--- src/sv/b64d_pkg.sv ---
// ============================================================================
// b64d_pkg
// Shared types, codes and the alphabet decode function for the base64
// stream decoder.
// ============================================================================
package b64d_pkg;

	// Status codes carried by each result.
	localparam logic [1:0] ST_OK       = 2'd0;
	localparam logic [1:0] ST_BAD_CHAR = 2'd1;
	localparam logic [1:0] ST_BAD_PAD  = 2'd2;
	localparam logic [1:0] ST_BAD_LEN  = 2'd3;

	// Decoder modes.
	localparam logic [1:0] MODE_NORMAL     = 2'd0;
	localparam logic [1:0] MODE_AWAIT_LAST = 2'd1;
	localparam logic [1:0] MODE_DROP       = 2'd2;

	// Character classes returned by the decode function.
	localparam logic [6:0] CLS_PAD     = 7'd64;
	localparam logic [6:0] CLS_INVALID = 7'd65;

	// Number of entries in the queue between front and back.
	localparam int QUEUE_DEPTH = 4;
	localparam int QUEUE_AW    = $clog2(QUEUE_DEPTH);

	// One input character.
	typedef struct packed {
		logic [7:0] symbol;
		logic       final_symbol;
	} in_t;

	// One decoded result.
	typedef struct packed {
		logic [7:0] data_byte;
		logic       end_of_output;
		logic [1:0] status;
	} out_t;

	// Results caused by one character, as one queue entry.
	// Entry k of data is result k; count is the number of results (1 to 3).
	typedef struct packed {
		logic [2:0][7:0] data;
		logic [1:0]      count;
		logic            last;
		logic [1:0]      status;
	} group_t;

	// Maps a character to its six-bit value, or to the pad or invalid class.
	function automatic logic [6:0] classify(input logic [7:0] c);
		logic [7:0] v;
		v = 8'd0;
		if (c inside {[8'h41:8'h5A]}) begin
			v = c - 8'h41;
			return {1'b0, v[5:0]};
		end else if (c inside {[8'h61:8'h7A]}) begin
			v = c - 8'h47;
			return {1'b0, v[5:0]};
		end else if (c inside {[8'h30:8'h39]}) begin
			v = c + 8'h04;
			return {1'b0, v[5:0]};
		end else if (c == 8'h2B) begin
			return 7'h3E;
		end else if (c == 8'h2F) begin
			return 7'h3F;
		end else if (c == 8'h3D) begin
			return CLS_PAD;
		end
		return CLS_INVALID;
	endfunction

endpackage

--- src/sv/b64d_front.sv ---
// ============================================================================
// b64d_front
// Accepts characters, decodes them against the alphabet, tracks the quantum
// and error state, and pushes the results of each character as one group.
// ============================================================================
module b64d_front (
	input  logic             clk,
	input  logic             arst_n,
	input  logic             in_valid,
	output logic             in_ready,
	input  b64d_pkg::in_t    in_data,
	output logic             push,
	output b64d_pkg::group_t push_group,
	input  logic             queue_full
);

	logic [17:0] acc_q;
	logic [1:0]  pos_q;
	logic [1:0]  mode_q;
	logic [7:0]  held_q;

	logic [17:0] acc_d;
	logic [1:0]  pos_d;
	logic [1:0]  mode_d;
	logic [7:0]  held_d;

	logic             accept;
	logic             last;
	logic [6:0]       cls;
	logic [23:0]      word;
	b64d_pkg::group_t grp;

	assign in_ready = !queue_full;
	assign accept   = in_valid && in_ready;
	assign last     = in_data.final_symbol;
	assign cls      = b64d_pkg::classify(in_data.symbol);
	assign word     = {acc_q, cls[5:0]};

	// Next state and result group for the character at the input.
	always_comb begin
		acc_d  = acc_q;
		pos_d  = pos_q;
		mode_d = mode_q;
		held_d = held_q;
		grp    = '0;
		if (mode_q == b64d_pkg::MODE_DROP) begin
			if (last) begin
				acc_d  = '0;
				pos_d  = '0;
				mode_d = b64d_pkg::MODE_NORMAL;
				held_d = '0;
			end
		end else if (mode_q == b64d_pkg::MODE_AWAIT_LAST) begin
			acc_d  = '0;
			pos_d  = '0;
			held_d = '0;
			grp.count = 2'd1;
			grp.last  = 1'b1;
			if (last) begin
				grp.data[0] = held_q;
				grp.status  = b64d_pkg::ST_OK;
				mode_d      = b64d_pkg::MODE_NORMAL;
			end else begin
				grp.status = b64d_pkg::ST_BAD_PAD;
				mode_d     = b64d_pkg::MODE_DROP;
			end
		end else if ((last && pos_q != 2'd3) || cls == b64d_pkg::CLS_INVALID ||
				(cls == b64d_pkg::CLS_PAD && pos_q != 2'd2 && !(pos_q == 2'd3 && last))) begin
			// Error: one result, state cleared, drop the rest unless this is last.
			acc_d  = '0;
			pos_d  = '0;
			held_d = '0;
			mode_d = last ? b64d_pkg::MODE_NORMAL : b64d_pkg::MODE_DROP;
			grp.count = 2'd1;
			grp.last  = 1'b1;
			if (last && pos_q != 2'd3) begin
				grp.status = b64d_pkg::ST_BAD_LEN;
			end else if (cls == b64d_pkg::CLS_INVALID) begin
				grp.status = b64d_pkg::ST_BAD_CHAR;
			end else begin
				grp.status = b64d_pkg::ST_BAD_PAD;
			end
		end else if (cls == b64d_pkg::CLS_PAD && pos_q == 2'd2) begin
			// Pad in third position: hold one byte until the last character.
			held_d = acc_q[11:4];
			acc_d  = '0;
			pos_d  = '0;
			mode_d = b64d_pkg::MODE_AWAIT_LAST;
		end else if (cls == b64d_pkg::CLS_PAD) begin
			// Pad in fourth position on the last character: two bytes.
			grp.data[0] = acc_q[17:10];
			grp.data[1] = acc_q[9:2];
			grp.count   = 2'd2;
			grp.last    = 1'b1;
			grp.status  = b64d_pkg::ST_OK;
			acc_d  = '0;
			pos_d  = '0;
			mode_d = b64d_pkg::MODE_NORMAL;
			held_d = '0;
		end else if (pos_q == 2'd3) begin
			// Quantum complete: three bytes.
			grp.data[0] = word[23:16];
			grp.data[1] = word[15:8];
			grp.data[2] = word[7:0];
			grp.count   = 2'd3;
			grp.last    = last;
			grp.status  = b64d_pkg::ST_OK;
			acc_d = '0;
			pos_d = '0;
			if (last) begin
				mode_d = b64d_pkg::MODE_NORMAL;
				held_d = '0;
			end
		end else begin
			acc_d = word[17:0];
			pos_d = pos_q + 2'd1;
		end
	end

	assign push       = accept && (grp.count != 2'd0);
	assign push_group = grp;

	// State registers, updated on each accepted transfer.
	always_ff @(posedge clk or negedge arst_n) begin
		if (!arst_n) begin
			acc_q  <= '0;
			pos_q  <= '0;
			mode_q <= b64d_pkg::MODE_NORMAL;
			held_q <= '0;
		end else if (accept) begin
			acc_q  <= acc_d;
			pos_q  <= pos_d;
			mode_q <= mode_d;
			held_q <= held_d;
		end
	end

endmodule

--- src/sv/b64d_queue.sv ---
// ============================================================================
// b64d_queue
// Short first-in first-out queue of result groups between front and back.
// ============================================================================
module b64d_queue (
	input  logic             clk,
	input  logic             arst_n,
	input  logic             push,
	input  b64d_pkg::group_t push_group,
	output logic             full,
	input  logic             pop,
	output logic             not_empty,
	output b64d_pkg::group_t head_group
);

	b64d_pkg::group_t entry_q [b64d_pkg::QUEUE_DEPTH];

	logic [b64d_pkg::QUEUE_AW-1:0] wr_ptr_q;
	logic [b64d_pkg::QUEUE_AW-1:0] rd_ptr_q;
	logic [b64d_pkg::QUEUE_AW:0]   fill_q;

	assign full       = (fill_q == (b64d_pkg::QUEUE_AW+1)'(b64d_pkg::QUEUE_DEPTH));
	assign not_empty  = (fill_q != '0);
	assign head_group = entry_q[rd_ptr_q];

	// Entry storage.
	always_ff @(posedge clk) begin
		if (push) begin
			entry_q[wr_ptr_q] <= push_group;
		end
	end

	// Pointers and fill count.
	always_ff @(posedge clk or negedge arst_n) begin
		if (!arst_n) begin
			wr_ptr_q <= '0;
			rd_ptr_q <= '0;
			fill_q   <= '0;
		end else begin
			if (push) begin
				wr_ptr_q <= wr_ptr_q + 1'b1;
			end
			if (pop) begin
				rd_ptr_q <= rd_ptr_q + 1'b1;
			end
			if (push && !pop) begin
				fill_q <= fill_q + 1'b1;
			end else if (pop && !push) begin
				fill_q <= fill_q - 1'b1;
			end
		end
	end

endmodule

--- src/sv/b64d_back.sv ---
// ============================================================================
// b64d_back
// Sends the results of the group at the head of the queue one per transfer
// and releases the entry after its last result.
// ============================================================================
module b64d_back (
	input  logic             clk,
	input  logic             arst_n,
	input  logic             not_empty,
	input  b64d_pkg::group_t head_group,
	output logic             pop,
	output logic             out_valid,
	input  logic             out_ready,
	output b64d_pkg::out_t   out_data
);

	logic [1:0] idx_q;
	logic       group_end;
	logic       xfer;

	assign out_valid = not_empty;
	assign xfer      = out_valid && out_ready;
	assign group_end = (idx_q == head_group.count - 2'd1);
	assign pop       = xfer && group_end;

	// Result at the current position of the head group.
	always_comb begin
		out_data.data_byte     = head_group.data[idx_q];
		out_data.end_of_output = group_end && head_group.last;
		out_data.status        = head_group.status;
	end

	// Position within the head group.
	always_ff @(posedge clk or negedge arst_n) begin
		if (!arst_n) begin
			idx_q <= '0;
		end else if (xfer) begin
			idx_q <= group_end ? 2'd0 : idx_q + 2'd1;
		end
	end

endmodule

--- src/sv/base64_stream_decoder.sv ---
// ============================================================================
// base64_stream_decoder
// Streaming base64 decoder, one character in and one byte out per transfer.
// ============================================================================
// Usage:
// The input channel takes one character per transfer, with final_symbol set
// on the last character of a stream. The output channel gives one result per
// transfer: a decoded byte, or a single error result with a nonzero status.
// end_of_output marks the last result of a stream, errors included.
// A character's results enter the queue as one group when it is accepted.
// Input takes one character a cycle unless the queue is full; output gives
// one result a cycle while out_ready is high, so three bytes from each group
// of four characters leave well within the input's pace.
// A four-entry queue of result groups lies between the character decoder and
// the output serializer. When the receiver stalls, the queue fills and
// in_ready drops only once all four entries are taken; the decoder state is
// untouched while no character is accepted.
// Reset clears the decoder state, the queue and the output position; the
// block is ready for characters as soon as reset is released.
// ============================================================================
module base64_stream_decoder (
	input  logic           clk,
	input  logic           arst_n,
	input  logic           in_valid,
	output logic           in_ready,
	input  b64d_pkg::in_t  in_data,
	output logic           out_valid,
	input  logic           out_ready,
	output b64d_pkg::out_t out_data
);

	logic             push;
	logic             pop;
	logic             full;
	logic             not_empty;
	b64d_pkg::group_t push_group;
	b64d_pkg::group_t head_group;

	// Character decoder and stream state.
	b64d_front u_front (
		.clk        (clk),
		.arst_n     (arst_n),
		.in_valid   (in_valid),
		.in_ready   (in_ready),
		.in_data    (in_data),
		.push       (push),
		.push_group (push_group),
		.queue_full (full)
	);

	// Queue of result groups.
	b64d_queue u_queue (
		.clk        (clk),
		.arst_n     (arst_n),
		.push       (push),
		.push_group (push_group),
		.full       (full),
		.pop        (pop),
		.not_empty  (not_empty),
		.head_group (head_group)
	);

	// Output serializer.
	b64d_back u_back (
		.clk        (clk),
		.arst_n     (arst_n),
		.not_empty  (not_empty),
		.head_group (head_group),
		.pop        (pop),
		.out_valid  (out_valid),
		.out_ready  (out_ready),
		.out_data   (out_data)
	);

endmodule

--- config.mk ---
export PLATFORM = sky130hd
export DESIGN_NAME = base64_stream_decoder
export DESIGN_NICKNAME = d
export VERILOG_FILES = /design/src/sv/b64d_pkg.sv /design/src/sv/b64d_front.sv /design/src/sv/b64d_queue.sv /design/src/sv/b64d_back.sv /design/src/sv/base64_stream_decoder.sv
export SDC_FILE = /design/constraint.sdc
export NUM_CORES = 1
export LEC_CHECK = 0
export BUFFER_PORTS_ARGS = -buffer_cell sky130_fd_sc_hd__buf_2
export CORE_UTILIZATION = 50
export CTS_CLUSTER_DIAMETER = 100
export CTS_CLUSTER_SIZE = 8
export DETAILED_ROUTE_END_ITERATION = 8
export PLACE_DENSITY = 0.77
export REMOVE_ABC_BUFFERS = 1
export SLEW_MARGIN = 20
export SYNTH_ARGS = -nofsm -noshare
export SYNTH_HDL_FRONTEND = slang
export SYNTH_SLANG_ARGS = --single-unit
--- constraint.sdc ---
create_clock -name clk -period 3.88 [get_ports clk]
set_input_delay 0.388 -clock clk [delete_from_list [all_inputs] [get_ports clk]]
set_output_delay 0.388 -clock clk [all_outputs]
set_load 0.02 [all_outputs]
; ---- Word-level counts from Yosys, hierarchy flattened
; Memory sizes are Yosys's and may differ from the RTL's.
; Cells that the tools add are included.
[word_totals]
ff_bits = 39
out_inout_bits = 13
elab_cells = 128
ram_bits = 116
input_bits = 13
latchBits = 0
rom_bits = 0
mem_count = 1
[classes]
magnitude_cmp = 7
muxes = 61
eq_ne = 14
bitwise_logic = 0
div_mod_pow = 0
n_reduce_logical = 27
shift = 0
n_addsub = 10
n_mul = 0
[mem_list]
columns = memory, depth, width, rd, rd_clocked_by_memory_dff, wr, line
row1 = u_queue.entry_q, 4, 29, 1, 0, 1, b64d_queue.sv:16  ; b64d_pkg::group_t entry_q [b64d_pkg::QUEUE_DEPTH];
[ops]
columns = op, n
row1 = $mux 18, 7
row2 = $mux 29, 3
row3 = $mux 8, 10
row4 = $mux 7, 7
row5 = $mux 2, 18
row6 = $eq 8x6->1 const B, 3
row7 = $mux 24, 1
row8 = $mux 21, 1
row9 = $bmux 8 s2, 1
row10 = $ge 8x7->1 const B, 2
row11 = $le 8x7->1 const B, 2
row12 = $mux 16, 1
row13 = $logic_and 1x1->1, 15
row14 = $eq 7x7->1 const B, 2
row15 = $mux 13, 1
row16 = $add 2x1->2 const B, 4
row17 = $ge 8x6->1 const B, 1
row18 = $le 8x6->1 const B, 1
row19 = $mux 1, 8
row20 = $add 6x3->6 const B, 1
row21 = $eq 2x2->1 const B, 3
row22 = $mux 3, 2
row23 = $ne 2x2->1 const B, 3
row24 = $reduce_bool 6->1, 1
row25 = 15 further kinds, 21

; ---- Longest topological paths before layout
; Gate-level depths: netlist of run 1.
[logic_depth]
word_depth = 21
depth_mapped = 15
mapped_depth_nobuf = 14

; ---- Modules after synthesis
; From an unflattened synthesis of run 1, not the netlist that was laid out.
[unflattened]
hier_cells = 483
area_unflattened_um2 = 7136.8
[by_module_without_submodules]
columns = mod, n_inst, cells_each, seq_area_each_um2, area_each_um2
row1 = b64d_queue, 1, 185, 3658.5, 4579.4
row2 = b64d_front, 1, 252, 750.7, 2228.4
row3 = b64d_back, 1, 46, 50.0, 329.1

; ---- Least setup slack after synthesis of run 1
; OpenSTA, ideal clock, no wires.
[synth_path]
path_kind = input to register
start = input in_data[2] (netlist bit)
end = register u_queue.fill_q[1] (netlist bit)
required_time_ns = 3.755
arrival_ns = 3.073
slack_ns = 0.683
setup_ns = 0.125
path_buffers = 1
stages = 13
path_cell_list = inv_1 ha_1 and4bb_2 a311o_2 a21bo_2 buf_4 a221oi_2 o31ai_4 inv_1 ha_1 inv_1 fa_1 mux2_2
[synth_between]
elab_chain_len = 20
elab_cells_between_ends = 46
classes_between = add/sub (3) / order compare (6) / eq/ne (5) / mux (18) / reduce/logical (14)
[synth_rtl]
columns = item, line
row1 = "start, declared", base64_stream_decoder.sv:26  ; input b64d_pkg::in_t in_data,
row2 = $eq 8x6->1, b64d_pkg.sv:66  ; end else if (c == 8'h3D) begin
row3 = $mux 1, b64d_pkg.sv:66
row4 = $mux 1, b64d_pkg.sv:64  ; end else if (c == 8'h2F) begin
row5 = $mux 1, b64d_pkg.sv:62  ; end else if (c == 8'h2B) begin
row6 = $mux 1, b64d_pkg.sv:59  ; end else if (c inside {[8'h30:8'h39]}) begin
row7 = $mux 1, b64d_pkg.sv:56  ; end else if (c inside {[8'h61:8'h7A]}) begin
row8 = $mux 1, b64d_pkg.sv:53  ; if (c inside {[8'h41:8'h5A]}) begin
row9 = $mux 7 (*), b64d_pkg.sv:69  ; return CLS_INVALID;
row10 = [5 not listed], n/a
row11 = $mux 13 (*), b64d_front.sv:53  ; end else if (mode_q == b64d_pkg::MODE_AWAIT_LAST) begin
row12 = $mux 29 (*), b64d_front.sv:46  ; if (mode_q == b64d_pkg::MODE_DROP) begin
row13 = $reduce_bool 2->1 (*), b64d_front.sv:120  ; assign push = accept && (grp.count != 2'd0);
row14 = $logic_and 1x1->1 (*), b64d_front.sv:120
row15 = net push, base64_stream_decoder.sv:32  ; logic push;
row16 = $logic_not 1->1, b64d_queue.sv:48  ; end else if (pop && !push) begin
row17 = $logic_and 1x1->1, b64d_queue.sv:48
row18 = $reduce_bool 2->1 (no line), n/a
row19 = "end signal, assigned", b64d_queue.sv:47  ; fill_q <= fill_q + 1'b1;
row20 = "end signal, assigned", b64d_queue.sv:49  ; fill_q <= fill_q - 1'b1;
row21 = "end, declared", b64d_queue.sv:20  ; logic [b64d_pkg::QUEUE_AW:0] fill_q;
; Mark *: on every way through the listed nets, which the timed path passes. The rest lies on a longest branch.
; A chain may end at the register's enable or synchronous reset.

; ---- Worst setup path in the final report of run 1
; Ends and elaborated chain as after synthesis.

==> summary.md, run 1 <==
| Metric | Value |
|---|---|
| CP Cell Sequence | buf_2 -> inv_1 -> ha_1 -> and4bb_2 -> a311o_2 -> a21bo_2 -> a221oi_2 -> o31ai_4 -> inv_1 -> ha_1 -> inv_1 -> fa_1 -> mux2_2 |
| Root Buffer | clkbuf_16 |
| Layout Nets | 539 |
| Setup tns final | 0 ns |
| Stages on worst setup path | 13 |
| GP Congestion | 0.954 |
| Area growth from synthesis to layout | 13.2% |
| R2r setup slk | 0.77 ns |
| Post-Syn Area per Cell | 14.9 sq um |
| DP Cell Count | 669 |
| Post-DR wirelength/cell | 21.0 um |
| Max-cap viol count | 0 |
| Worst slew pin tran | 0.886 ns |
| Mapped Area | 0.00711 sq mm |
| Number of global-route vias before repair | 4384 |
| Post-DRT Antenna Nets | 0 |
| Die height | 121 um |
| Synth Register Bits | 155 |
| CTS tree | built |
| Leakage power | 2.98 nW |
| Max Buffers Root-to-Sink | 2 |
| Status | finished clean |
| Die width | 121 um |
| Worst Hold Class | input pin to asynchronous set/reset pin |
| Reg2reg path depth | 12 |
| First drt pass iteration count | 5 |
| Capturing element type of the critical path | flip-flop |
| Via count | 4255 |
| Largest net degree at the start of global routing | 40 |
| Clock transition at path regs | 0.07 ns |
| Utilization after layout | 58.0% |
| Residual DRC count | 0 |
| FFs w/ async S/R, synth | 25.2% |
| Post-Place Setup Slack | 0.251 ns |
| Final period util | 83.7% |
| Final Cell Area | 0.00805 sq mm |
| Detailed placement HPWL | 9.34 mm |
| Max rail drop VDD | 0.334 mV |
| Pins over their slew limit | 0 |
| Ys Warns | 0 |
| Ant. Diodes | 0 |
| Top cell by count, worst path | inv_1 |
| Crit path kind | input pin to flip-flop |
| Critical Path End | u_queue.fill_q[1] |
| Required @ worst endpoint | 4.19 ns |
| Clock Skew | 0.0107 ns |
| Setup ws final | 0.631 ns |
| Overflow after GRT | 0 |
| CP Buf/Inv Count | 4 |
| Worst-Skew Late Latency | 0.42 ns |
| First-pass GRT wire length | 23.7 mm |
| Total wire length | 14.7 mm |
| Power Density | 673 mW/mm^2 |
| Largest stage delay, worst path | 0.45 ns |
| Origin of the worst setup path | in_data[2] |
| RSZ-0062 raised after global routing | no |
| Cts hold-fix bufs | 0 |
| Final hold vios | 0 |
| Layout cells sized above 1 | 22.6% |
| Cells after Synth | 478 |
| FMAX | 308 MHz |
| Slew headroom | 40.9% |
| Post-CTS setup repair buffer count | 0 |
| Rows | 43 |
| Slowest stage cell, crit path | a311o_2 |
| Layout Cells excl Fill | 701 |
| Initial antenna violation count | 0 |
| Global-route usage over all layers | 22.1% |
| Reg-to-reg startpoint | u_front.pos_q[0] |
| DR vias/cell | 6.07 |
| Worst Path Arrival | 3.56 ns |
| Number of enable flip-flop cells after synthesis | 116 |
| Die Area | 0.0147 sq mm |
| Unique masters post-synth | 69 |
| R2r endpoint | u_queue.fill_q[2] |
| Setup violators final | 0 |
| Main synth FF type | edfxtp_1 |
| Maximum fanout along the worst path | 9 |
| Clock Sink Count | 155 |
| # IOs | 26 |
| Max H-tree Level | 4 |
| Placed inst area | 0.00747 sq mm |
| Period minus WS final | 3.25 ns |
| # port buffers | 25 |
| CP Launch Type | input pin |
| Cts repair resizes | 0 |
| Register area share after synthesis | 62.7% |
| Cts bufs inserted | 17 |
| Family with the most delay on the worst path | compound AO/OA/AOI/OAI gates |
| Starting DRT DRC Count | 328 |
| Starting Density | 51.2% |
| Core area | 0.0139 sq mm |
==> cell usage in the layout (no fill, tap or decap), drive strengths merged, types with 3 or more instances in the layout <==
cell,netlist,routed
xnor2,8,8
clkbuf,7,19
nor2b,6,6
and2b,4,4
nor2,23,23
edfxtp,116,116
a21oi,8,8
and2,11,11
nand4,3,3
nand3,5,5
mux4,29,29
nor3,5,5
mux2i,12,12
o21ai,17,17
clkinv,0,7
dfrtp,39,39
nand2b,5,5
ha,17,17
buf,16,34
o22ai,12,12
a22o,25,25
inv,29,31
nand2,30,30
==> per-stage QoR <==
stage                     total power (W)  hold WS (ns)
after detailed placement          0.00387         0.467
after floorplan                   0.00335        0.0924
final                             0.00542        0.0875
after global placement            0.00383         0.465
after CTS                         0.00548         0.102
after global routing              0.00567         0.159
==> how the worst min path moves through the flow <==
stage / from / endpoint / depth (start not counted)
5_1_grt: arst_n / u_queue.wr_ptr_q[1] / 1
4_1_cts: arst_n / u_queue.fill_q[2] / 1
3_3_place_gp: u_queue.fill_q[2] / u_queue.fill_q[2] / 1
2_1_floorplan: arst_n / u_back.idx_q[0] / 0
6_report: arst_n / u_queue.fill_q[2] / 1
3_5_place_dp: u_queue.fill_q[2] / u_queue.fill_q[2] / 1
==> cell usage after synthesis (all sizes together), types with 3 or more instances <==
| master | number | area (sq um) |
|---|---|---|
| buf | 16 | 80.1 |
| o22ai | 12 | 75.1 |
| nor2 | 23 | 86.3 |
| a21oi | 8 | 47.6 |
| dfrtp | 39 | 976 |
| and2b | 4 | 30.0 |
| nor3 | 5 | 30.0 |
| mux2i | 12 | 120 |
| a22o | 25 | 219 |
| nand3 | 5 | 25.0 |
| nand2b | 5 | 31.3 |
| nand4 | 3 | 18.8 |
| clkbuf | 7 | 26.3 |
| xnor2 | 8 | 70.1 |
| nand2 | 30 | 115 |
| ha | 17 | 213 |
| nor2b | 6 | 37.5 |
| inv | 29 | 109 |
| and2 | 11 | 68.8 |
| o21ai | 17 | 100 |
| mux4 | 29 | 653 |
| edfxtp | 116 | 3480 |
==> where the power goes <==
part | internal, W | switching (W)
logic | 0.000712 | 0.000916
registers | 0.00206 | 0.000128
clock network | 0.000951 | 0.000651
==> state kept, by name, indices dropped and copies added (netlist names) <==
name and flops:
u_back.idx_q 2, u_front.acc_q 18, u_front.held_q 8, u_front.mode_q 2, u_front.pos_q 2, u_queue.entry_q 116
u_queue.fill_q 3, u_queue.rd_ptr_q 2, u_queue.wr_ptr_q 2
==> per-layer routing <==
layer  part of all wire [%]  wire length [um]  global-route usage [%]  vias to the layer above
met2                     51              7560                    37.6                      143
li1                       -                 -                       -                     1901
met4                    1.5               220                    8.26                        0
met1                     43              6300                    28.0                     2193
met3                    4.4               649                    4.09                       18
met5                      0                 0                       0                        -
==> area by class of cell <==
class | instances | area (sq um)
sequential | 155 | 4460
timing repair buffer | 34 | 243
multi-input combinational | 271 | 2440
inverter | 29 | 109
clock buffer | 19 | 433
fill | 1064 | 5830
clock inverter | 13 | 145
tap | 180 | 225
==> worst reg2reg max path: cells and delay by family, from the launching register on <==
family | cells | cell delay [ns]
buffers and inverters | 2 | 0.15
xor gates and xnor gates | 2 | 0.32
AOI/OAI and AO/OA | 2 | 0.64
DFF | 1 | 0.47
adders and majority gates | 3 | 0.97
and+or+nand+nor | 3 | 0.51
==> cells by family (layout without fill, tap and decap cells) <==
family                   after synthesis  count (layout)  share of synthesized area [%]
AO/OA/AOI/OAI                         93              93                           10.4
XOR/XNOR                              10              10                           1.23
adder cells (fa/ha/maj)               18              18                           3.27
buffers and inverters                 52              95                           3.03
flip-flops                           155             155                           62.7
multiplexers                          43              43                           11.2
AND/OR/NAND/NOR                      107             107                           8.11
No activity file was read; power rests on OpenSTA's default activity.
==> run 2: changes to the inputs <==
Settings changed: ABC_AREA from default to 1, PLACE_DENSITY 0.77 to 0.79.
Clock period 3.88 ns to 2.7 ns, I/O delays scaled along.
==> summary.md, run 2 <==
| Metric | Value |
|---|---|
| Area share of the largest cell type after synthesis | 44.9% (was 49.0%) |
| Reg2reg path depth | 11 (was 12) |
| FFs w/ async S/R, synth | 25.2% (unchanged) |
| Area leader, netlist | edfxtp_1 (unchanged) |
| Die height | 127 um (was 121 um) |
| Area growth from synthesis to layout | 23.4% (was 13.2%) |
| Core area | 0.0151 sq mm (was 0.0139 sq mm) |
| Layout cells sized above 1 | 28.7% (was 22.6%) |
| Layout Nets | 912 (was 539) |
| Main synth FF type | edfxtp_1 (unchanged) |
| Setup violators final | 0 (unchanged) |
| Register area share after synthesis | 57.5% (was 62.7%) |
| Clock Skew | 0.00738 ns (was 0.0107 ns) |
| Power Density | 935 mW/mm^2 (was 673 mW/mm^2) |
| Tot Pwr | 0.00895 W (was 0.00542 W) |
| Worst Path Arrival | 2.92 ns (was 3.56 ns) |
| Origin of the worst setup path | in_data[4] (was in_data[2]) |
| Post-Place Setup Slack | -0.570 ns (was 0.251 ns) |
| Worst hold slack | -0.00205 ns (was 0.0875 ns) |
| Switching power | 0.00338 W (was 0.00170 W) |
| Status | finished, violations left (was finished clean) |
| Unique masters post-synth | 49 (was 69) |
| Failing checks | hold timing |
| Cell-internal power | 0.00557 W (was 0.00372 W) |
| Via count | 6103 (was 4255) |
| DR vias/cell | 5.64 (was 6.07) |
| Largest net degree at the start of global routing | 47 (was 40) |
| Required @ worst endpoint | 3.01 ns (was 4.19 ns) |
| Total wire length | 18.1 mm (was 14.7 mm) |
| Crit path kind | input pin to flip-flop (unchanged) |
| # fillers | 1126 (was 1064) |
| Worst-Skew Late Latency | 0.42 ns (about the same) |
| Synth Register Bits | 155 (unchanged) |
| Max H-tree Level | 4 (unchanged) |
| Residual DRC count | 0 (unchanged) |
| FMAX | 384 MHz |
| Max rail drop VDD | 0.520 mV (was 0.334 mV) |
| Slew headroom | 37.1% (was 40.9%) |
| Number of global-route vias before repair | 5843 (was 4384) |
| Setup ws final | 0.0932 ns (was 0.631 ns) |
| Max reg flops | 116 (unchanged) |
| Cells after Synth | 775 (was 478) |
| GP Congestion | 0.910 (was 0.954) |
| Leakage power | 3.88 nW (was 2.98 nW) |
| Reg-to-reg startpoint | u_queue.rd_ptr_q[0] (was u_front.pos_q[0]) |
| Worst Hold Class | input pin to asynchronous set/reset pin (unchanged) |
| Utilization after layout | 63.2% (was 58.0%) |
| Final hold vios | 2 (was 0) |
| # IOs | 26 (unchanged) |
| Overflow after GRT | 0 (unchanged) |
| CTS tree | built (unchanged) |
| CP Launch Type | input pin (unchanged) |
| Reg with most FFs | u_queue.entry_q (unchanged) |
| Ys Warns | 0 (unchanged) |
| Final Cell Area | 0.00957 sq mm (was 0.00805 sq mm) |
| Root Buffer | clkbuf_16 (unchanged) |
| Detailed placement HPWL | 11.9 mm (was 9.34 mm) |
| Starting DRT DRC Count | 594 (was 328) |
| Number of enable flip-flop cells after synthesis | 116 (unchanged) |
| Post-DRT Antenna Nets | 0 (unchanged) |
| R2r endpoint | u_queue.fill_q[1] (was u_queue.fill_q[2]) |
| Comb pwr share | 38.5% (was 30.0%) |
| Top cells by count, synth | 132 x nand2_1, 116 x edfxtp_1, 88 x nor2_1 (was 116 x edfxtp_1, 39 x dfrtp_1, 29 x inv_1, 29 x mux4_2, 29 x nand2_1) |
| Starting Density | 51.2% (about the same) |
| Clock Sink Count | 155 (unchanged) |
| Placed inst area | 0.00866 sq mm (was 0.00747 sq mm) |
| First-pass GRT wire length | 29.1 mm (was 23.7 mm) |
| Setup tns final | 0 ns (unchanged) |
| RSZ-0062 raised after global routing | yes (was no) |
| Critical Path End | u_queue.fill_q[2] (was u_queue.fill_q[1]) |
| Period minus WS final | 2.61 ns |
| Die width | 127 um (was 121 um) |
| Die Area | 0.0160 sq mm (was 0.0147 sq mm) |
| Maximum fanout along the worst path | 5 (was 9) |
| Clock transition at path regs | 0.06 ns (was 0.07 ns) |
| Net Sw Frac | 37.7% (was 31.3%) |
| Cts bufs inserted | 17 (unchanged) |
| Pins over their slew limit | 0 (unchanged) |
| Mapped Area | 0.00775 sq mm (was 0.00711 sq mm) |
| Global-route usage over all layers | 23.7% (was 22.1%) |
| Worst slew pin tran | 0.943 ns (was 0.886 ns) |
| Clk pwr share | 26.8% (was 29.6%) |
| Capturing element type of the critical path | flip-flop (unchanged) |
| Most frequent cells in the layout | 119 x nand2_1, 116 x edfxtp_1, 88 x buf_4, 82 x nor2_1, 63 x o21ai_0 (was 116 x edfxtp_1, 38 x dfrtp_1, 29 x mux4_2, 29 x inv_1, 29 x nand2_1) |
| Max Buffers Root-to-Sink | 2 (unchanged) |
| R2r setup slk | 0.20 ns (was 0.77 ns) |
| Final period util | 96.5% |
| Ant. Diodes | 0 (unchanged) |
| Synth top area cells | edfxtp_1 45%, dfrtp_1 13%, nand2_1 6.4%, nor2_1 4.3%, o21ai_0 4.1% (was edfxtp_1 49%, dfrtp_1 14%, mux4_2 9.2%, a22o_1 3.1%, ha_1 3.0%) |
| Post-Syn Area per Cell | 10.0 sq um (was 14.9 sq um) |
| Rows | 45 (was 43) |
| Initial antenna violation count | 0 (unchanged) |
| Sequential share of power | 34.7% (was 40.4%) |
| Top-count cell post-synth | nand2_1 (was edfxtp_1) |
| Post-DR wirelength/cell | 16.7 um (was 21.0 um) |
| Commonest non-fill, non-tap cell in the layout | nand2_1 (was edfxtp_1) |
| Max-cap viol count | 0 (unchanged) |
| Biggest regs | u_queue.entry_q: 116 flops, u_front.acc_q: 18 flops, u_front.held_q: 8 flops (unchanged) |
| First drt pass iteration count | 6 (was 5) |
| # port buffers | 25 (unchanged) |
-- run 2: cell types whose count changed after synthesis, moves of 10 or more --
cell      change
inv_2        +13
nand3_1      +54
clkbuf_1     +17
o221ai_1     +10
nand2_1     +103
mux2i_1      -12
o22ai_1      +15
and2_1       -11
nor2_1       +65
nand2_2      +12
mux4_2       -29
a22o_1       -24
inv_1        +30
o21ai_0      +54
-- run 2: area by class of cell --
type,instances,area [sq um],share of cell area [%]
Clock buffer,17,425,4.45
Inverter,76,303,3.17
Timing Repair Buffer,119,916,9.57
Sequential cell,155,4460,46.6
Clock inverter,15,178,1.86
Tap cell,188,235,2.46
Multi-Input combinational cell,512,3050,31.9
-- run 2: what timing repair did --
action                                  4_1_cts  5_1_grt
endpoints found under the setup margin        2       30
resized for setup                            11       54
hold buffers                                  0        0
pin swaps                                     8       26
buffers inserted                              3        7
-- run 2: how the worst min path moves through the flow --
| stage | end | slack, ns | cells past startpoint |
|---|---|---|---|
| floorplan | u_back.idx_q[0] | -0.03 | 0 |
| CTS | u_front.acc_q[17] | 0.01 | 1 |
| finish | u_front.acc_q[13] | -0.002 | 1 |
| global placement | u_front.acc_q[8] | 0.46 | 1 |
| global route | u_front.held_q[0] | 0.06 | 1 |
| detailed placement | u_front.acc_q[8] | 0.46 | 1 |
-- run 2: kinds of logic (layout without fill, tap and decap cells) --
kind of cell    count (synthesis)  count (layout)  synth area share (%)
fa+ha+maj                      18              18                  3.00
buf+inv                       108             227                  5.75
xor+xnor                        9               9                  1.02
simple gates                  337             337                  20.7
compound gates                148             148                  12.0
flops                         155             155                  57.5
-- run 2: power by group through the flow --
stage	sequential (W)	combinational (W)	clock, W
after floorplan	0.00324	0.00188	0
after global placement	0.00313	0.00319	0
after detailed placement	0.00314	0.00326	0
after CTS	0.00310	0.00332	0.00241
after global routing	0.00313	0.00378	0.00252
final	0.00310	0.00344	0.00240
-- run 2: worst max-delay path, cell delays in order --
cell      delay (ns)
buf_4           0.15
ha_4            0.18
buf_4           0.12
buf_4           0.12
nand2_1         0.06
nand3b_1        0.09
nand3_1         0.08
nor2_2          0.14
nand3_1         0.12
nand3b_1        0.16
nor2_4          0.05
nand4_4         0.07
nand4_1         0.15
nand2_2         0.11
nand2_2         0.06
inv_2           0.07
ha_4            0.13
inv_2           0.04
fa_2            0.38
a21oi_2         0.16
o21ai_2         0.07
xor2_1          0.14
-- run 2: through the flow --
stage          hold WS, ns  instances
2_1_floorplan      -0.0256        743
3_3_place_gp         0.457       1040
3_5_place_dp         0.459       1040
4_1_cts             0.0111       1075
5_1_grt             0.0616       1082
6_report          -0.00205       1082
-- run 2: metal layers --
metal  vias to the layer above  track usage (%)  part of all wire [%]
li1                       2912                -                     -
met1                      2929             29.5                    41
met2                       226             41.6                    51
met3                        36             3.80                   5.5
met4                         0             9.07                   2.0
met5                         -                0                     0
==> run 3: changes to the inputs <==
Settings changed: BUFFER_PORTS_ARGS -buffer_cell sky130_fd_sc_hd__buf_2 to -buffer_cell sky130_fd_sc_hd__buf_4, PLACE_DENSITY 0.79 to 0.76.
Clock period 2.7 ns to 3 ns, I/O delays scaled along.
==> summary.md, run 3 (synthesis results as in run 2) <==
| Metric | Value |
|---|---|
| Capturing element type of the critical path | flip-flop (unchanged) |
| Hold Crit Depth | 4 |
| First drt pass iteration count | 5 (was 6) |
| Max-cap viol count | 0 (unchanged) |
| DR vias/cell | 5.64 (about the same) |
| Detailed placement HPWL | 11.9 mm (about the same) |
| Hold Path Origin | in_data[0] |
| Reg with most FFs | u_queue.entry_q (unchanged) |
| Initial antenna violation count | 0 (unchanged) |
| Via count | 5980 (was 6103) |
| Tot Pwr | 0.00805 W (was 0.00895 W) |
| Pins over their slew limit | 0 (unchanged) |
| Met3 Wirelength | 990 um (was 997 um) |
| Status | finished clean (was finished, violations left) |
| Starting Density | 51.2% (unchanged) |
| Worst Path Arrival | 3.05 ns (was 2.92 ns) |
| Area growth from synthesis to layout | 19.9% (was 23.4%) |
| Power Density | 867 mW/mm^2 (was 935 mW/mm^2) |
| CP Launch Type | input pin (unchanged) |
| Reg-to-reg startpoint | u_front.mode_q[0] (was u_queue.rd_ptr_q[0]) |
| Most frequent cells in the layout | 130 x nand2_1, 116 x edfxtp_1, 92 x buf_4, 82 x nor2_1, 63 x o21ai_0 (was 119 x nand2_1, 116 x edfxtp_1, 88 x buf_4, 82 x nor2_1, 63 x o21ai_0) |
| Starting DRT DRC Count | 598 (was 594) |
| Biggest regs | u_queue.entry_q: 116 flops, u_front.acc_q: 18 flops, u_front.held_q: 8 flops (unchanged) |
| Final period util | 91.4% |
| Die height | 127 um (unchanged) |
| Highest metal used | met4 (unchanged) |
| RSZ-0062 raised after global routing | no (was yes) |
| Post-DR wirelength/cell | 17.1 um (was 16.7 um) |
| Maximum fanout along the worst path | 6 (was 5) |
| Total wire length | 18.2 mm (was 18.1 mm) |
| # fillers | 1192 (was 1126) |
| R2r setup slk | 0.40 ns (was 0.20 ns) |
| Max H-tree Level | 4 (unchanged) |
| Crit path kind | input pin to flip-flop (unchanged) |
| Utilization after layout | 61.3% (was 63.2%) |
| # port buffers | 25 (unchanged) |
| Max reg flops | 116 (unchanged) |
| Residual DRC count | 0 (unchanged) |
| Leakage power | 3.77 nW (was 3.88 nW) |
| Reg area | 0.00446 sq mm (unchanged) |
| Worst Hold Class | input pin to flip-flop (was input pin to asynchronous set/reset pin) |
| Die width | 127 um (unchanged) |
| Reg2reg path depth | 8 (was 11) |
| Met1 Routed Length | 7.49 mm (was 7.42 mm) |
| Rows | 45 (unchanged) |
| First-pass GRT wire length | 30.0 mm (was 29.1 mm) |
| Ant. Diodes | 0 (unchanged) |
| CTS tree | built (unchanged) |
| Die Area | 0.0160 sq mm (unchanged) |
| R2r endpoint | u_queue.entry_q[0][27] (was u_queue.fill_q[1]) |
| Worst-Skew Late Latency | 0.42 ns (about the same) |
| Largest net degree at the start of global routing | 55 (was 47) |
| Clock Skew | 0.00829 ns (was 0.00738 ns) |
| Number of global-route vias before repair | 5960 (was 5843) |
| GP Congestion | 0.897 (was 0.910) |
| Area of the multi-input gates | 0.00290 sq mm (was 0.00305 sq mm) |
| Worst slew pin tran | 0.699 ns (was 0.943 ns) |
| Clock Sink Count | 155 (unchanged) |
| Required @ worst endpoint | 3.31 ns (was 3.01 ns) |
| Root Buffer | clkbuf_16 (unchanged) |
| Overflow after GRT | 0 (unchanged) |
| FMAX | 365 MHz |
| Core area | 0.0151 sq mm (unchanged) |
| Layout cells sized above 1 | 23.5% (was 28.7%) |
| Global-route usage over all layers | 24.4% (was 23.7%) |
| Slew headroom | 53.3% (was 37.1%) |
| Post-DRT Antenna Nets | 0 (unchanged) |
| WHS Endpoint | u_front.mode_q[1] |
| Routed wl met2 | 9.23 mm (was 9.29 mm) |
| Commonest non-fill, non-tap cell in the layout | nand2_1 (unchanged) |
| Period minus WS final | 2.74 ns |
| Cts bufs inserted | 17 (unchanged) |
| Max Buffers Root-to-Sink | 2 (unchanged) |
| Final hold vios | 0 (was 2) |
| # IOs | 26 (unchanged) |
| Clock transition at path regs | 0.06 ns (about the same) |
| Layout Nets | 890 (was 912) |
| Setup violators final | 0 (unchanged) |
| Max rail drop VDD | 0.469 mV (was 0.520 mV) |
run 3: repair_timing:
| action | CTS | global route |
|---|---|---|
| resized for setup | 0 | 14 |
| setup endpoints to repair | 0 | 2 |
| buffers inserted | 0 | 2 |
| hold endpoints to repair | 39 | 0 |
| hold buffers | 1 | 0 |
run 3: per-layer routing:
metal	vias to the layer above	track usage, %
li1	2861	-
met1	2886	30.2
met2	195	42.2
met3	38	4.39
met4	0	10.1
met5	-	0
run 3: metrics by stage:
step	instance area, sq um	cells	setup TNS (ns)	hold slack (ns)	setup WS [ns]
floorplan	7590	743	-86.18	0.00441	-0.747
global placement	8600	1025	-0.378	0.326	-0.216
detailed placement	8600	1025	-0.871	0.328	-0.254
CTS	9230	1058	0	0.192	0.172
global route	9290	1060	0	0.206	0.0158
finish	9290	1060	0	0.198	0.257
run 3: final cells by class:
class,instances,share of cell area [%]
clock buffers,17,4.58
repair buffers,97,8.40
clock inverters,15,2.11
multi-input cells,512,31.3
flip-flops and latches,155,48.0
well taps,188,2.53
inverters,76,3.12
run 3: worst max-delay path: stages:
cell and delay, ns:
buf_4 0.12, inv_2 0.06, ha_2 0.22, nand2_1 0.06, nand2_1 0.09, nand2_1 0.07, nand2_1 0.07, nand2_2 0.09
nand2_2 0.14, inv_2 0.07, nor3_4 0.24, buf_4 0.17, nand3_4 0.06, a21oi_1 0.13, nand2_1 0.07, nand2_1 0.09
nand2_2 0.07, nand2_2 0.06, inv_1 0.04, ha_1 0.18, inv_1 0.08, fa_1 0.42, nor2_1 0.10, a21oi_1 0.05
run 3: worst max path at each step:
| stage | start | to | slack (ns) | cells past startpoint |
|---|---|---|---|---|
| 2_1_floorplan | u_queue.rd_ptr_q[0] | u_queue.fill_q[2] | -0.75 | 12 |
| 3_3_place_gp | in_data[2] | u_queue.fill_q[2] | -0.22 | 27 |
| 3_5_place_dp | in_data[2] | u_queue.fill_q[2] | -0.25 | 23 |
| 4_1_cts | in_data[2] | u_queue.fill_q[2] | 0.17 | 27 |
| 5_1_grt | in_data[3] | u_queue.fill_q[2] | 0.02 | 24 |
| 6_report | in_data[3] | u_queue.fill_q[1] | 0.26 | 24 |
run 3: report_power, final:
part | internal [W] | switching (W) | total (W) | leakage (nW)
Sequential | 0.00267 | 0.000122 | 0.00279 | 1.59
Clock | 0.00139 | 0.000845 | 0.00224 | 0.299
Combinational | 0.00106 | 0.00197 | 0.00303 | 1.88
Total | 0.00511 | 0.00294 | 0.00805 | 3.77
